**config.mk**
```make
export PLATFORM = sky130hd
export DESIGN_NAME = utf8_to_utf16_validating_decoder_unit
export DESIGN_NICKNAME = d
export VERILOG_FILES = /design/src/rtl/u8dec_pkg.sv /design/src/rtl/u8dec_front.sv /design/src/rtl/u8dec_queue.sv /design/src/rtl/u8dec_back.sv /design/src/rtl/utf8_to_utf16_validating_decoder_unit.sv
export SDC_FILE = /design/constraint.sdc
export NUM_CORES = 1
export LEC_CHECK = 0
export ABC_AREA = 1
export CAP_MARGIN = 10
export CORE_MARGIN = 1.5
export CORE_UTILIZATION = 40
export DETAILED_ROUTE_END_ITERATION = 7
export DONT_BUFFER_PORTS = 1
export PLACE_DENSITY = 0.65
export SYNTH_ARGS = -nofsm -noshare
export SYNTH_HDL_FRONTEND = slang
export SYNTH_SLANG_ARGS = --single-unit
```
**constraint.sdc**
```tcl
create_clock -name clk -period 20.7 [get_ports clk]
set_clock_uncertainty 0.05 [all_clocks]
set_input_delay 1.035 -clock clk [delete_from_list [all_inputs] [get_ports clk]]
set_output_delay 1.035 -clock clk [all_outputs]
set_load 0.01 [all_outputs]
```
**src/rtl/u8dec_pkg.sv**
```systemverilog
// Shared types, codes and counter helpers for the UTF-8 to UTF-16 decoder.
// Used by the front, queue, back and top-level modules; no dependencies.

package u8dec_pkg;

  localparam int COUNT_BITS = 32;
  localparam int QUEUE_DEPTH = 4;
  localparam int QPTR_BITS = $clog2(QUEUE_DEPTH);

  localparam logic [1:0] KIND_UNIT  = 2'd0;
  localparam logic [1:0] KIND_ERROR = 2'd1;
  localparam logic [1:0] KIND_END   = 2'd2;

  localparam logic [2:0] REASON_STRAY      = 3'd0;
  localparam logic [2:0] REASON_OVERLONG   = 3'd1;
  localparam logic [2:0] REASON_INCOMPLETE = 3'd2;
  localparam logic [2:0] REASON_SURROGATE  = 3'd3;
  localparam logic [2:0] REASON_ABOVE_MAX  = 3'd4;
  localparam logic [2:0] REASON_BAD_START  = 3'd5;

  typedef logic [COUNT_BITS-1:0] count_t;

  typedef struct packed {
    logic [1:0]  kind;
    logic        pair;
    logic [19:0] scalar;
    logic [2:0]  reason;
    logic [31:0] offset;
    logic [7:0]  err_byte;
    logic [31:0] line;
    logic        final_result;
  } op_t;

  function automatic count_t sat_inc(input count_t v);
    sat_inc = (v == {COUNT_BITS{1'b1}}) ? v : v + count_t'(1);
  endfunction

  function automatic logic [31:0] clip32(input count_t v);
    logic [COUNT_BITS+31:0] wide;
    wide = {32'b0, v};
    if (wide > (COUNT_BITS+32)'(32'hFFFF_FFFF)) begin
      clip32 = 32'hFFFF_FFFF;
    end else begin
      clip32 = wide[31:0];
    end
  endfunction

endpackage

```
**src/rtl/u8dec_front.sv**
```systemverilog
// Front end: decodes one UTF-8 byte per beat, tracks offsets and lines, and
// emits one classified operation per byte that yields a result. Uses u8dec_pkg.

module u8dec_front (
  input  logic             clk,
  input  logic             rst,
  input  logic             accept,
  input  logic [7:0]       data_byte,
  input  logic             end_of_text,
  output logic             op_valid,
  output u8dec_pkg::op_t   op
);

  logic [1:0]         bytes_pending, bytes_pending_next;
  logic [1:0]         sequence_length, sequence_length_next;
  logic [20:0]        partial_scalar, partial_scalar_next;
  logic [7:0]         lead_byte, lead_byte_next;
  u8dec_pkg::count_t  sequence_start, sequence_start_next;
  u8dec_pkg::count_t  byte_position, byte_position_next;
  u8dec_pkg::count_t  newline_count, newline_count_next;
  logic               failed, failed_next;

  logic               is_err;
  logic               is_unit;
  logic [2:0]         err_reason;
  u8dec_pkg::count_t  err_off;
  logic [7:0]         err_byte;
  logic [20:0]        cp;
  logic [20:0]        cp_off;
  logic [1:0]         len;

  always_comb begin
    bytes_pending_next   = bytes_pending;
    sequence_length_next = sequence_length;
    partial_scalar_next  = partial_scalar;
    lead_byte_next       = lead_byte;
    sequence_start_next  = sequence_start;
    byte_position_next   = byte_position;
    newline_count_next   = newline_count;
    failed_next          = failed;
    op_valid   = 1'b0;
    op         = '0;
    is_err     = 1'b0;
    is_unit    = 1'b0;
    err_reason = u8dec_pkg::REASON_STRAY;
    err_off    = byte_position;
    err_byte   = data_byte;
    len        = 2'd0;
    cp         = {partial_scalar[14:0], data_byte[5:0]};
    cp_off     = cp - 21'h10000;

    if (!failed) begin
      byte_position_next = u8dec_pkg::sat_inc(byte_position);
      if (bytes_pending == 2'd0) begin
        priority if (data_byte < 8'h80) begin
          is_unit = 1'b1;
          op.scalar = {12'b0, data_byte};
          if (data_byte == 8'h0A) begin
            newline_count_next = u8dec_pkg::sat_inc(newline_count);
          end
        end else if (data_byte < 8'hC2) begin
          is_err = 1'b1;
          err_reason = (data_byte < 8'hC0) ? u8dec_pkg::REASON_STRAY
                                            : u8dec_pkg::REASON_OVERLONG;
        end else if (data_byte < 8'hF5) begin
          len = (data_byte < 8'hE0) ? 2'd1 : (data_byte < 8'hF0) ? 2'd2 : 2'd3;
          lead_byte_next       = data_byte;
          sequence_start_next  = byte_position;
          sequence_length_next = len;
          bytes_pending_next   = len;
          partial_scalar_next  = (len == 2'd1) ? {16'b0, data_byte[4:0]} :
                                 (len == 2'd2) ? {17'b0, data_byte[3:0]} :
                                                 {18'b0, data_byte[2:0]};
          if (end_of_text) begin
            is_err = 1'b1;
            err_reason = u8dec_pkg::REASON_INCOMPLETE;
          end
        end else begin
          is_err = 1'b1;
          err_reason = u8dec_pkg::REASON_BAD_START;
        end
      end else begin
        err_off  = sequence_start;
        err_byte = lead_byte;
        if (data_byte[7:6] != 2'b10) begin
          is_err = 1'b1;
          err_reason = u8dec_pkg::REASON_INCOMPLETE;
        end else begin
          partial_scalar_next = cp;
          bytes_pending_next  = bytes_pending - 2'd1;
          if (bytes_pending != 2'd1) begin
            if (end_of_text) begin
              is_err = 1'b1;
              err_reason = u8dec_pkg::REASON_INCOMPLETE;
            end
          end else begin
            sequence_length_next = 2'd0;
            partial_scalar_next  = '0;
            unique case (sequence_length)
              2'd1: begin
                is_unit = 1'b1;
                op.scalar = cp[19:0];
              end
              2'd2: begin
                priority if (cp < 21'h800) begin
                  is_err = 1'b1;
                  err_reason = u8dec_pkg::REASON_OVERLONG;
                end else if (cp >= 21'hD800 && cp <= 21'hDFFF) begin
                  is_err = 1'b1;
                  err_reason = u8dec_pkg::REASON_SURROGATE;
                end else if (!(cp == 21'hFEFF && sequence_start == '0)) begin
                  is_unit = 1'b1;
                  op.scalar = cp[19:0];
                end
              end
              default: begin
                priority if (cp < 21'h10000) begin
                  is_err = 1'b1;
                  err_reason = u8dec_pkg::REASON_OVERLONG;
                end else if (cp > 21'h10FFFF) begin
                  is_err = 1'b1;
                  err_reason = u8dec_pkg::REASON_ABOVE_MAX;
                end else begin
                  is_unit = 1'b1;
                  op.pair = 1'b1;
                  op.scalar = cp_off[19:0];
                end
              end
            endcase
          end
        end
      end

      if (is_err) begin
        op_valid        = 1'b1;
        op              = '0;
        op.kind         = u8dec_pkg::KIND_ERROR;
        op.reason       = err_reason;
        op.offset       = u8dec_pkg::clip32(err_off);
        op.err_byte     = err_byte;
        op.line         = u8dec_pkg::clip32(u8dec_pkg::sat_inc(newline_count));
        op.final_result = 1'b1;
        failed_next     = 1'b1;
      end else if (is_unit) begin
        op_valid        = 1'b1;
        op.kind         = u8dec_pkg::KIND_UNIT;
        op.final_result = end_of_text;
      end else if (end_of_text) begin
        op_valid        = 1'b1;
        op              = '0;
        op.kind         = u8dec_pkg::KIND_END;
        op.final_result = 1'b1;
      end
    end

    if (end_of_text) begin
      bytes_pending_next   = '0;
      sequence_length_next = '0;
      partial_scalar_next  = '0;
      lead_byte_next       = '0;
      sequence_start_next  = '0;
      byte_position_next   = '0;
      newline_count_next   = '0;
      failed_next          = 1'b0;
    end
  end

  always_ff @(posedge clk) begin
    if (rst) begin
      bytes_pending   <= '0;
      sequence_length <= '0;
      partial_scalar  <= '0;
      lead_byte       <= '0;
      sequence_start  <= '0;
      byte_position   <= '0;
      newline_count   <= '0;
      failed          <= 1'b0;
    end else if (accept) begin
      bytes_pending   <= bytes_pending_next;
      sequence_length <= sequence_length_next;
      partial_scalar  <= partial_scalar_next;
      lead_byte       <= lead_byte_next;
      sequence_start  <= sequence_start_next;
      byte_position   <= byte_position_next;
      newline_count   <= newline_count_next;
      failed          <= failed_next;
    end
  end

endmodule

```
**src/rtl/u8dec_queue.sv**
```systemverilog
// Short operation queue between the decoding front and the result back end.
// Uses u8dec_pkg for the operation record and depth.

module u8dec_queue (
  input  logic             clk,
  input  logic             rst,
  input  logic             wr_en,
  input  u8dec_pkg::op_t   wr_op,
  input  logic             rd_en,
  output u8dec_pkg::op_t   rd_op,
  output logic             q_full,
  output logic             q_empty
);

  u8dec_pkg::op_t                  mem [u8dec_pkg::QUEUE_DEPTH];
  logic [u8dec_pkg::QPTR_BITS-1:0] wr_ptr;
  logic [u8dec_pkg::QPTR_BITS-1:0] rd_ptr;
  logic [u8dec_pkg::QPTR_BITS:0]   count;

  assign q_full  = (count == (u8dec_pkg::QPTR_BITS+1)'(u8dec_pkg::QUEUE_DEPTH));
  assign q_empty = (count == '0);
  assign rd_op   = mem[rd_ptr];

  always_ff @(posedge clk) begin
    if (wr_en) begin
      mem[wr_ptr] <= wr_op;
    end
  end

  always_ff @(posedge clk) begin
    if (rst) begin
      wr_ptr <= '0;
      rd_ptr <= '0;
      count  <= '0;
    end else begin
      if (wr_en) begin
        wr_ptr <= wr_ptr + 1'b1;
      end
      if (rd_en) begin
        rd_ptr <= rd_ptr + 1'b1;
      end
      unique case ({wr_en, rd_en})
        2'b10:   count <= count + 1'b1;
        2'b01:   count <= count - 1'b1;
        default: count <= count;
      endcase
    end
  end

endmodule

```
**src/rtl/u8dec_back.sv**
```systemverilog
// Back end: expands queued operations into results, splitting supplementary
// scalars into a surrogate pair, and holds each result in an output register.
// Uses u8dec_pkg.

module u8dec_back (
  input  logic             clk,
  input  logic             rst,
  input  u8dec_pkg::op_t   q_op,
  input  logic             q_empty,
  output logic             q_pop,
  input  logic             pop,
  output logic             empty,
  output logic [1:0]       kind,
  output logic [15:0]      code_unit,
  output logic [2:0]       error_reason,
  output logic [31:0]      error_offset,
  output logic [7:0]       error_byte,
  output logic [31:0]      error_line,
  output logic             final_result
);

  logic        out_valid;
  logic        low_pending;
  logic [15:0] low_unit;
  logic        low_final;
  logic        slot_free;

  assign empty     = !out_valid;
  assign slot_free = !out_valid || pop;
  assign q_pop     = slot_free && !low_pending && !q_empty;

  always_ff @(posedge clk) begin
    if (rst) begin
      out_valid   <= 1'b0;
      low_pending <= 1'b0;
    end else if (slot_free) begin
      if (low_pending) begin
        out_valid   <= 1'b1;
        low_pending <= 1'b0;
      end else begin
        out_valid   <= !q_empty;
        low_pending <= !q_empty && q_op.pair;
      end
    end
  end

  always_ff @(posedge clk) begin
    if (slot_free) begin
      if (low_pending) begin
        kind         <= u8dec_pkg::KIND_UNIT;
        code_unit    <= low_unit;
        error_reason <= '0;
        error_offset <= '0;
        error_byte   <= '0;
        error_line   <= '0;
        final_result <= low_final;
      end else begin
        kind         <= q_op.kind;
        code_unit    <= q_op.pair ? (16'hD800 | {6'b0, q_op.scalar[19:10]})
                                  : q_op.scalar[15:0];
        error_reason <= q_op.reason;
        error_offset <= q_op.offset;
        error_byte   <= q_op.err_byte;
        error_line   <= q_op.line;
        final_result <= q_op.pair ? 1'b0 : q_op.final_result;
        low_unit     <= 16'hDC00 | {6'b0, q_op.scalar[9:0]};
        low_final    <= q_op.final_result;
      end
    end
  end

endmodule

```
**src/rtl/utf8_to_utf16_validating_decoder_unit.sv**
```systemverilog
// Top level of the validating UTF-8 to UTF-16 decoder.
// Instantiates u8dec_front, u8dec_queue and u8dec_back; uses u8dec_pkg.

// One UTF-8 byte is taken per clock while full is low; the decoder front
// settles each byte combinationally and hands any result to a four-entry
// queue. The back end drains that queue through an output register at one
// result per cycle while pop is held, so a result passes through the queue
// and then the output register before it shows on the ports. A four-byte
// sequence yields a surrogate pair, high unit first then low unit; full
// rises only when the queue holds four pending operations. Bytes after an
// error report up to the end of the text are consumed silently, and all
// decoder state returns to reset after each byte flagged end_of_text.

module utf8_to_utf16_validating_decoder_unit (
  input  logic        clk,
  input  logic        rst,
  input  logic        push,
  output logic        full,
  input  logic [7:0]  data_byte,
  input  logic        end_of_text,
  output logic        empty,
  input  logic        pop,
  output logic [1:0]  kind,
  output logic [15:0] code_unit,
  output logic [2:0]  error_reason,
  output logic [31:0] error_offset,
  output logic [7:0]  error_byte,
  output logic [31:0] error_line,
  output logic        final_result
);

  logic           accept;
  logic           op_valid;
  u8dec_pkg::op_t op;
  u8dec_pkg::op_t q_op;
  logic           q_full;
  logic           q_empty;
  logic           q_pop;

  assign full   = q_full;
  assign accept = push && !q_full;

  u8dec_front u_front (
    .clk         (clk),
    .rst         (rst),
    .accept      (accept),
    .data_byte   (data_byte),
    .end_of_text (end_of_text),
    .op_valid    (op_valid),
    .op          (op)
  );

  u8dec_queue u_queue (
    .clk     (clk),
    .rst     (rst),
    .wr_en   (accept && op_valid),
    .wr_op   (op),
    .rd_en   (q_pop),
    .rd_op   (q_op),
    .q_full  (q_full),
    .q_empty (q_empty)
  );

  u8dec_back u_back (
    .clk          (clk),
    .rst          (rst),
    .q_op         (q_op),
    .q_empty      (q_empty),
    .q_pop        (q_pop),
    .pop          (pop),
    .empty        (empty),
    .kind         (kind),
    .code_unit    (code_unit),
    .error_reason (error_reason),
    .error_offset (error_offset),
    .error_byte   (error_byte),
    .error_line   (error_line),
    .final_result (final_result)
  );

endmodule

```
==> qor.csv, run 1 <==
stage;metric;value;unit
synthesis;synth_top_cell_by_area;edfxtp_1;
global_route;use_met3;3.47;%
setup_path;cp_cell_sequence;inv_1 > ha_1 > nand2_1 > nor2_1 > nand2_1 > nor3_1 > nor2_1 > nand2_1 > nand2_1 > a21oi_1 > nand2_1 > nand2_1 > nor2_1 > nand2_1 > nand2_1 > nor2_4 > buf_4 > buf_4;
synthesis;synthTopCellsByArea;edfxtp_1, dfxtp_1, nor2_1;
sta;fin_crit;4.66;ns
clock_tree;numCtsBuffers;67;
drt;ant_nets;0;
synthesis;ys_seq_elements;636;
finish;fin_cells;3441;
global_route;grt_max_degree;98;
setup_path;path_common_cell;nand2_1;
finish;nNetsFinal;2550;
setup_path;critPathMaxStageDelay;0.75;ns
sta;hold_violations;0;
synthesis;syn-cell-area;26700;um^2
clock_tree;cts_sinks;636;
setup_path;worstPathArrival;4.83;ns
drt;wl_per_cell;19.4;um
sta;setup_viol;0;
synthesis;netlist_instances;2566;
synthesis;syn_nets;2591;
finish;area_delta_synth_final;10.7;%
global_route;top_usage_layer;met2;
setup_path;cp.buffers_inverters;3;
setup_path;worst_path_dominant_cell_family;simple AND/OR/NAND/NOR gates;
setup_path;cp_data_required_time;20.87;ns
placement;gp_congestion;0.878;
setup_path;worst_path_max_delay_cell;buf_4;
clock_tree;clk-insertion-delay-late;0.61;ns
sta;tightest_slew;1.06;ns
clock_tree;root_buffer;clkbuf_16;
sta;rsz0062_at_grt;false;
synthesis;synth.distinct_cells;50;
clock_tree;cts.clk_slew.worst_paths;0.06;ns
global_route;overflow;0;
floorplan;die_w;261;um
global_route;grt_antenna_before_repair;1;
floorplan;io_pins;109;
finish;most-common-layout-cells;nor2_1, edfxtp_1, nand2_1;
drt;routed_wl;66900;um
floorplan;die_y;261;um
floorplan;initial_core_util;40.5;%
drt;via_per_inst;5.32;
clock_tree;cts_tree;yes;
floorplan;dieArea;68200;um^2
setup_path;worstPathMaxFanout;53;
placement;dp_hpwl;42600;um
synthesis;synth_top_area_share;56.4;%
drt;firstDrtPassIters;6;
floorplan;core;65900;um^2
status;outcome;finished, final reports clean;
synthesis;synth_area_per_cell;10.4;um^2
synthesis;async_reset_ff_share;0;%
clock_tree;ctsHtreeMaxLevel;3;
synthesis;yosys_warnings;0;
drt;drc;0;
synthesis;yosysSeqAreaShare;66.6;%
hold_path;min_path_type;reg2reg;
synthesis;ys.flop_type;edfxtp_1;
placement;placed_cells;3320;
clock_tree;cts_setup_buffers;0;
finish;n_antenna_cell;0;
floorplan;rows;94;
pwr;p_total;3.88;mW
global_route;grt_pass1_wl;104000;um
drt;first_iter_violations;1532;
clock_tree;cts_resized;0;
pwr;p_leak;10.0;nW
sta;setup-tns-final;0;ns
synthesis;synth-edff-count;501;
finish;final_common_cell;nor2_1;
placement;place.port_buffers;0;
clock_tree;cts_hold_buf;0;
setup_path;path_class;reg2reg;
drt;vias;18297;
pwr;power_density;132;nW/um^2
global_route;grt_util_all_layers;19.6;%
sta;slew_headroom;29.4;%
sta;fin_crit_sh;22.5;%
sta;fmax;214;MHz
sta;final-max-slew-violation-count;0;
global_route;grt_pass1_vias;18081;
global_route;met2_usage;33.3;%
clock_tree;clockBufferDepth;3;
global_route;grt_util_met1;25.6;%
finish;drive_gt1_share;6.75;%
flow_run;max_cap_violations;0;
pwr;ir_worst_vdd;0.0639;mV
setup_path;end_kind;register;
setup_path;start_kind;register;
## registers in the layout (all words and copies together) (netlist names), named ones only
register and count:
u_queue.mem 396, u_back.error_line 32, u_back.error_offset 32, u_front.byte_position 32, u_front.newline_count 32, u_front.sequence_start 32
u_back.code_unit 16, u_front.partial_scalar 15, u_back.low_unit 10, u_back.error_byte 8, u_front.lead_byte 8, u_back.error_reason 3
u_queue.count 3, u_back.kind 2, u_front.bytes_pending 2, u_front.sequence_length 2, u_queue.rd_ptr 2, u_queue.wr_ptr 2
u_back.final_result 1, u_back.low_final 1, u_back.low_pending 1, u_back.out_valid 1, u_front.failed 1
## cell usage after synthesis (all sizes together), types with 13 or more instances
library cell / number
nor4: 13
nand4: 24
dfxtp: 135
nor3: 49
nand2: 376
a211oi: 46
xor2: 20
a21oi: 242
nor2: 540
o21ai: 244
buf: 35
edfxtp: 501
inv: 128
nand3: 37
clkbuf: 101
## final timing paths
kind                                      startpoint                       endpoint  slack [ns]  cells after the start
min reg2reg            u_queue.count[0]$_SDFFE_PP0P_  u_queue.count[0]$_SDFFE_PP0P_        0.41                      1
min                    u_queue.count[0]$_SDFFE_PP0P_  u_queue.count[0]$_SDFFE_PP0P_        0.41                      1
max          u_front.partial_scalar[10]$_SDFFE_PP0P_   u_queue.mem[3][13]$_DFFE_PP_       16.04                     18
max reg2reg  u_front.partial_scalar[10]$_SDFFE_PP0P_   u_queue.mem[3][13]$_DFFE_PP_       16.04                     18
## cell type report
class	count	area, um^2
Sequential cell	636	17800
Fill cell	6078	36400
Tap cell	864	1080
Clock inverter	31	293
Clock buffer	90	1780
Inverter	131	498
Multi-Input combinational cell	1663	7900
Timing Repair Buffer	26	195
## worst register-to-register path: stages (launching register included)
cell     delay [ns]
dfxtp_1        0.35
inv_1          0.19
ha_1           0.19
nand2_1        0.06
nor2_1         0.12
nand2_1        0.07
nor3_1         0.18
nor2_1         0.06
nand2_1        0.10
nand2_1        0.14
a21oi_1        0.15
nand2_1        0.12
nand2_1        0.10
nor2_1         0.04
nand2_1        0.13
nand2_1        0.30
nor2_4         0.63
buf_4          0.52
buf_4          0.76
## through the flow
stage	instance area (um^2)	setup slack (ns)	utilization (%)	hold slack, ns
detailed placement	27400	15.60	41.7	0.398
CTS	29500	15.98	44.8	0.407
floorplan	26700	13.77	-	0.372
finish	29500	16.04	44.8	0.409
global placement	27400	15.65	41.7	0.390
global route	29500	15.61	44.8	0.432
## power by group
part	internal [mW]	leakage, nW	switching [mW]
sequential	1.70	6.00	0.163
clock	0.650	1.00	0.496
combinational	0.226	3.03	0.645
total	2.58	10.0	1.30
## cell families (layout without fill, tap and decap cells)
logic type      after synthesis  count (layout)  share of synthesized area (%)
fa+ha+maj                    12              12                          0.591
xor+xnor                     32              32                           1.05
simple gates               1045            1045                           15.7
compound gates              574             574                           12.1
buf+inv                     267             278                           3.97
flops                       636             636                           66.6
## layer usage
layer,up-vias,share of wire (%)
met3,90,5.1
met2,447,49
met5,-,0
met1,8958,44
li1,8802,-
met4,0,2.3
No activity file was read; power rests on OpenSTA's default activity.
==> run 2, diff against run 1 <==
Settings changed: PLACE_DENSITY 0.65 to 0.67.
Clock period 20.7 ns to 4.2 ns, I/O delays scaled along.
==> run 2 against run 1 <==
Flip-flop and latch count unchanged. Worst setup slack got worse by 15 ns. Non-clock buffer count increased by 17. First-iteration DRC count increased by 20%. Hold slack got worse by 0.36 ns. Wire length increased by 1.4%. Register-to-register slack got worse by 15 ns. Utilization increased by 0.69 points. Sequential share of layout area decreased by 0.91 points. Final cell count increased by 0.55%. Cell area increased by 1.5%. Critical endpoint is now u_queue.count[2]$_SDFFE_PP0P_. Largest power group unchanged.
==> qor.csv, run 2 (same netlist as run 1, synthesis figures left out) <==
stage;metric;value;unit;change
sta;fmax;298;MHz;+39%
finish;largest_reg_flops;396;;unchanged
clock_tree;numCtsBuffers;67;;unchanged
floorplan;rows;94;;unchanged
drt;drc;0;;unchanged
sta;rsz0062_at_grt;false;;
clock_tree;ctsHtreeMaxLevel;3;;unchanged
floorplan;initial_core_util;40.5;%;unchanged
sta;fin_crit;3.36;ns;-1.31 ns
clock_tree;cts_hold_buf;14;;+14
floorplan;core;65900;um^2;unchanged
drt;vias;18688;;+2.1%
pwr;p_leak;10.2;nW;+1.9%
setup_path;start_kind;register;;
clock_tree;cts_setup_buffers;0;;unchanged
sta;setup_viol;0;;unchanged
finish;drive_gt1_share;6.94;%;+0.18 points
sta;final-max-slew-violation-count;0;;unchanged
drt;dr_wl_met2;32900;um;+0.31%
finish;nNetsFinal;2567;;+0.67%
hold_path;hold_start;data_byte[1];;
placement;dp_hpwl;42100;um;-1.1%
finish;postLayoutCellArea;30000;um^2;+1.5%
drt;firstDrtPassIters;6;;unchanged
pwr;ir_worst_vdd;0.419;mV;+560%
pwr;power_density;651;nW/um^2;+390%
clock_tree;cts_resized;0;;unchanged
placement;place.port_buffers;0;;unchanged
setup_path;worstPathArrival;3.79;ns;-1.04 ns
drt;wl_per_cell;19.6;um;+0.83%
status;outcome;finished, final reports clean;;
drt;met1Wirelength;29600;um;+1.4%
flow_run;max_cap_violations;0;;unchanged
sta;fin_crit_sh;79.9;%;+57 points
drt;routed_wl;67800;um;+1.4%
floorplan;die_y;261;um;unchanged
setup_path;worstPathMaxFanout;7;;-87%
global_route;grt_max_degree;147;;+50%
drt;via_per_inst;5.40;;+1.6%
drt;ant_nets;0;;unchanged
sta;slew_headroom;20.0;%;-9.3 points
placement;pre_cts_ws;0.919;ns;-14.68 ns
sta;tightest_slew;1.19;ns;+0.136 ns
global_route;grt_antenna_before_repair;0;;-1
global_route;grt_util_all_layers;19.9;%;+0.31 points
setup_path;end_kind;register;;
finish;area_delta_synth_final;12.4;%;
clock_tree;cts.clk_slew.worst_paths;0.06;ns;about the same
setup_path;cp_data_required_time;4.64;ns;-16.23 ns
sta;hold_violations;0;;unchanged
clock_tree;cts_sinks;636;;unchanged
setup_path;path_class;reg2reg;;
drt;wl_met3;3880;um;+13%
setup_path;timing.rr.start;u_front.partial_scalar[10]$_SDFFE_PP0P_;;
floorplan;io_pins;109;;unchanged
floorplan;die_w;261;um;unchanged
hold_path;min_path_type;in2reg;;
global_route;overflow;0;;unchanged
clock_tree;root_buffer;clkbuf_16;;
clock_tree;clockBufferDepth;3;;unchanged
global_route;grt_pass1_vias;18169;;+0.49%
sta;setup_ws;0.844;ns;-15.19 ns
global_route;grt_pass1_wl;105000;um;+1.2%
clock_tree;clk-insertion-delay-late;0.63;ns;+0.02 ns
placement;placed_area;27600;um^2;+0.54%
floorplan;dieArea;68200;um^2;unchanged
placement;gp_congestion;0.954;;+8.7%
clock_tree;cts_tree;yes;;
drt;first_iter_violations;1842;;+20%
finish;final_common_cell;nor2_1;;
finish;top_register;u_queue.mem;;
finish;most-common-layout-cells;nor2_1, edfxtp_1, nand2_1;;
setup_path;crit_start;u_front.partial_scalar[10]$_SDFFE_PP0P_;;
drt;highest-signal-layer;met4;;
==> run 2: per-layer routing <==
layer | global-route usage, % | up-vias
met1 | 26.7 | 9178
met3 | 3.11 | 88
met5 | 0 | -
met2 | 33.0 | 574
li1 | - | 8848
met4 | 6.72 | 0
==> run 2: path summary, 6_finish.rpt <==
check,to,slack [ns],cells past startpoint
max reg2reg,u_queue.count[2]$_SDFFE_PP0P_,0.84,23
min reg2reg,u_front.lead_byte[3]$_SDFFE_PP0P_,0.41,2
min,u_queue.mem[1][77]$_DFFE_PP_,0.04,2
max,u_queue.count[2]$_SDFFE_PP0P_,0.84,23
==> run 2: metrics by stage <==
stage               power (mW)  hold WS (ns)  std cells  util (%)  TNS (ns)
CTS                       19.7      0.000403       3459      45.5         0
finish                    19.5        0.0448       3460      45.5         0
detailed placement        13.7         0.238       3323      41.9         0
global placement          13.6         0.240       3323      41.9         0
floorplan                 12.1         0.308       2566         -   -259.68
global route              20.5        0.0158       3459      45.5         0
==> run 2: layout make-up <==
class                   instances  area, um^2
clock inverters                33         413
well taps                     864        1080
flip-flops and latches        636       17800
fillers                      6038       35900
repair buffers                 43         500
inverters                     131         498
clock buffers                  89        1810
diodes                          1        2.50
multi-input cells            1663        7900
==> run 2: critical path, stage by stage (launching register included) <==
cell	delay [ns]
dfxtp_1	0.35
inv_1	0.19
ha_1	0.19
nand2_1	0.05
nor2_1	0.13
nand2_1	0.08
nor2_2	0.13
nand2_1	0.06
nand2_1	0.08
a21oi_1	0.06
nand2_1	0.10
nand3_1	0.07
nand2_1	0.15
nand2_1	0.09
nor2_1	0.09
nand2_1	0.10
nand2_1	0.13
ha_1	0.16
inv_1	0.07
fa_1	0.37
a21oi_1	0.15
o21ai_0	0.13
o21ai_0	0.20
a21oi_1	0.06
==> run 2: report_power, final <==
part           internal, mW  switching (mW)  total [mW]
logic                  1.17            3.19        4.36
registers              8.39           0.771        9.16
clock network          3.51            2.47        5.97
total                  13.1            6.43        19.5
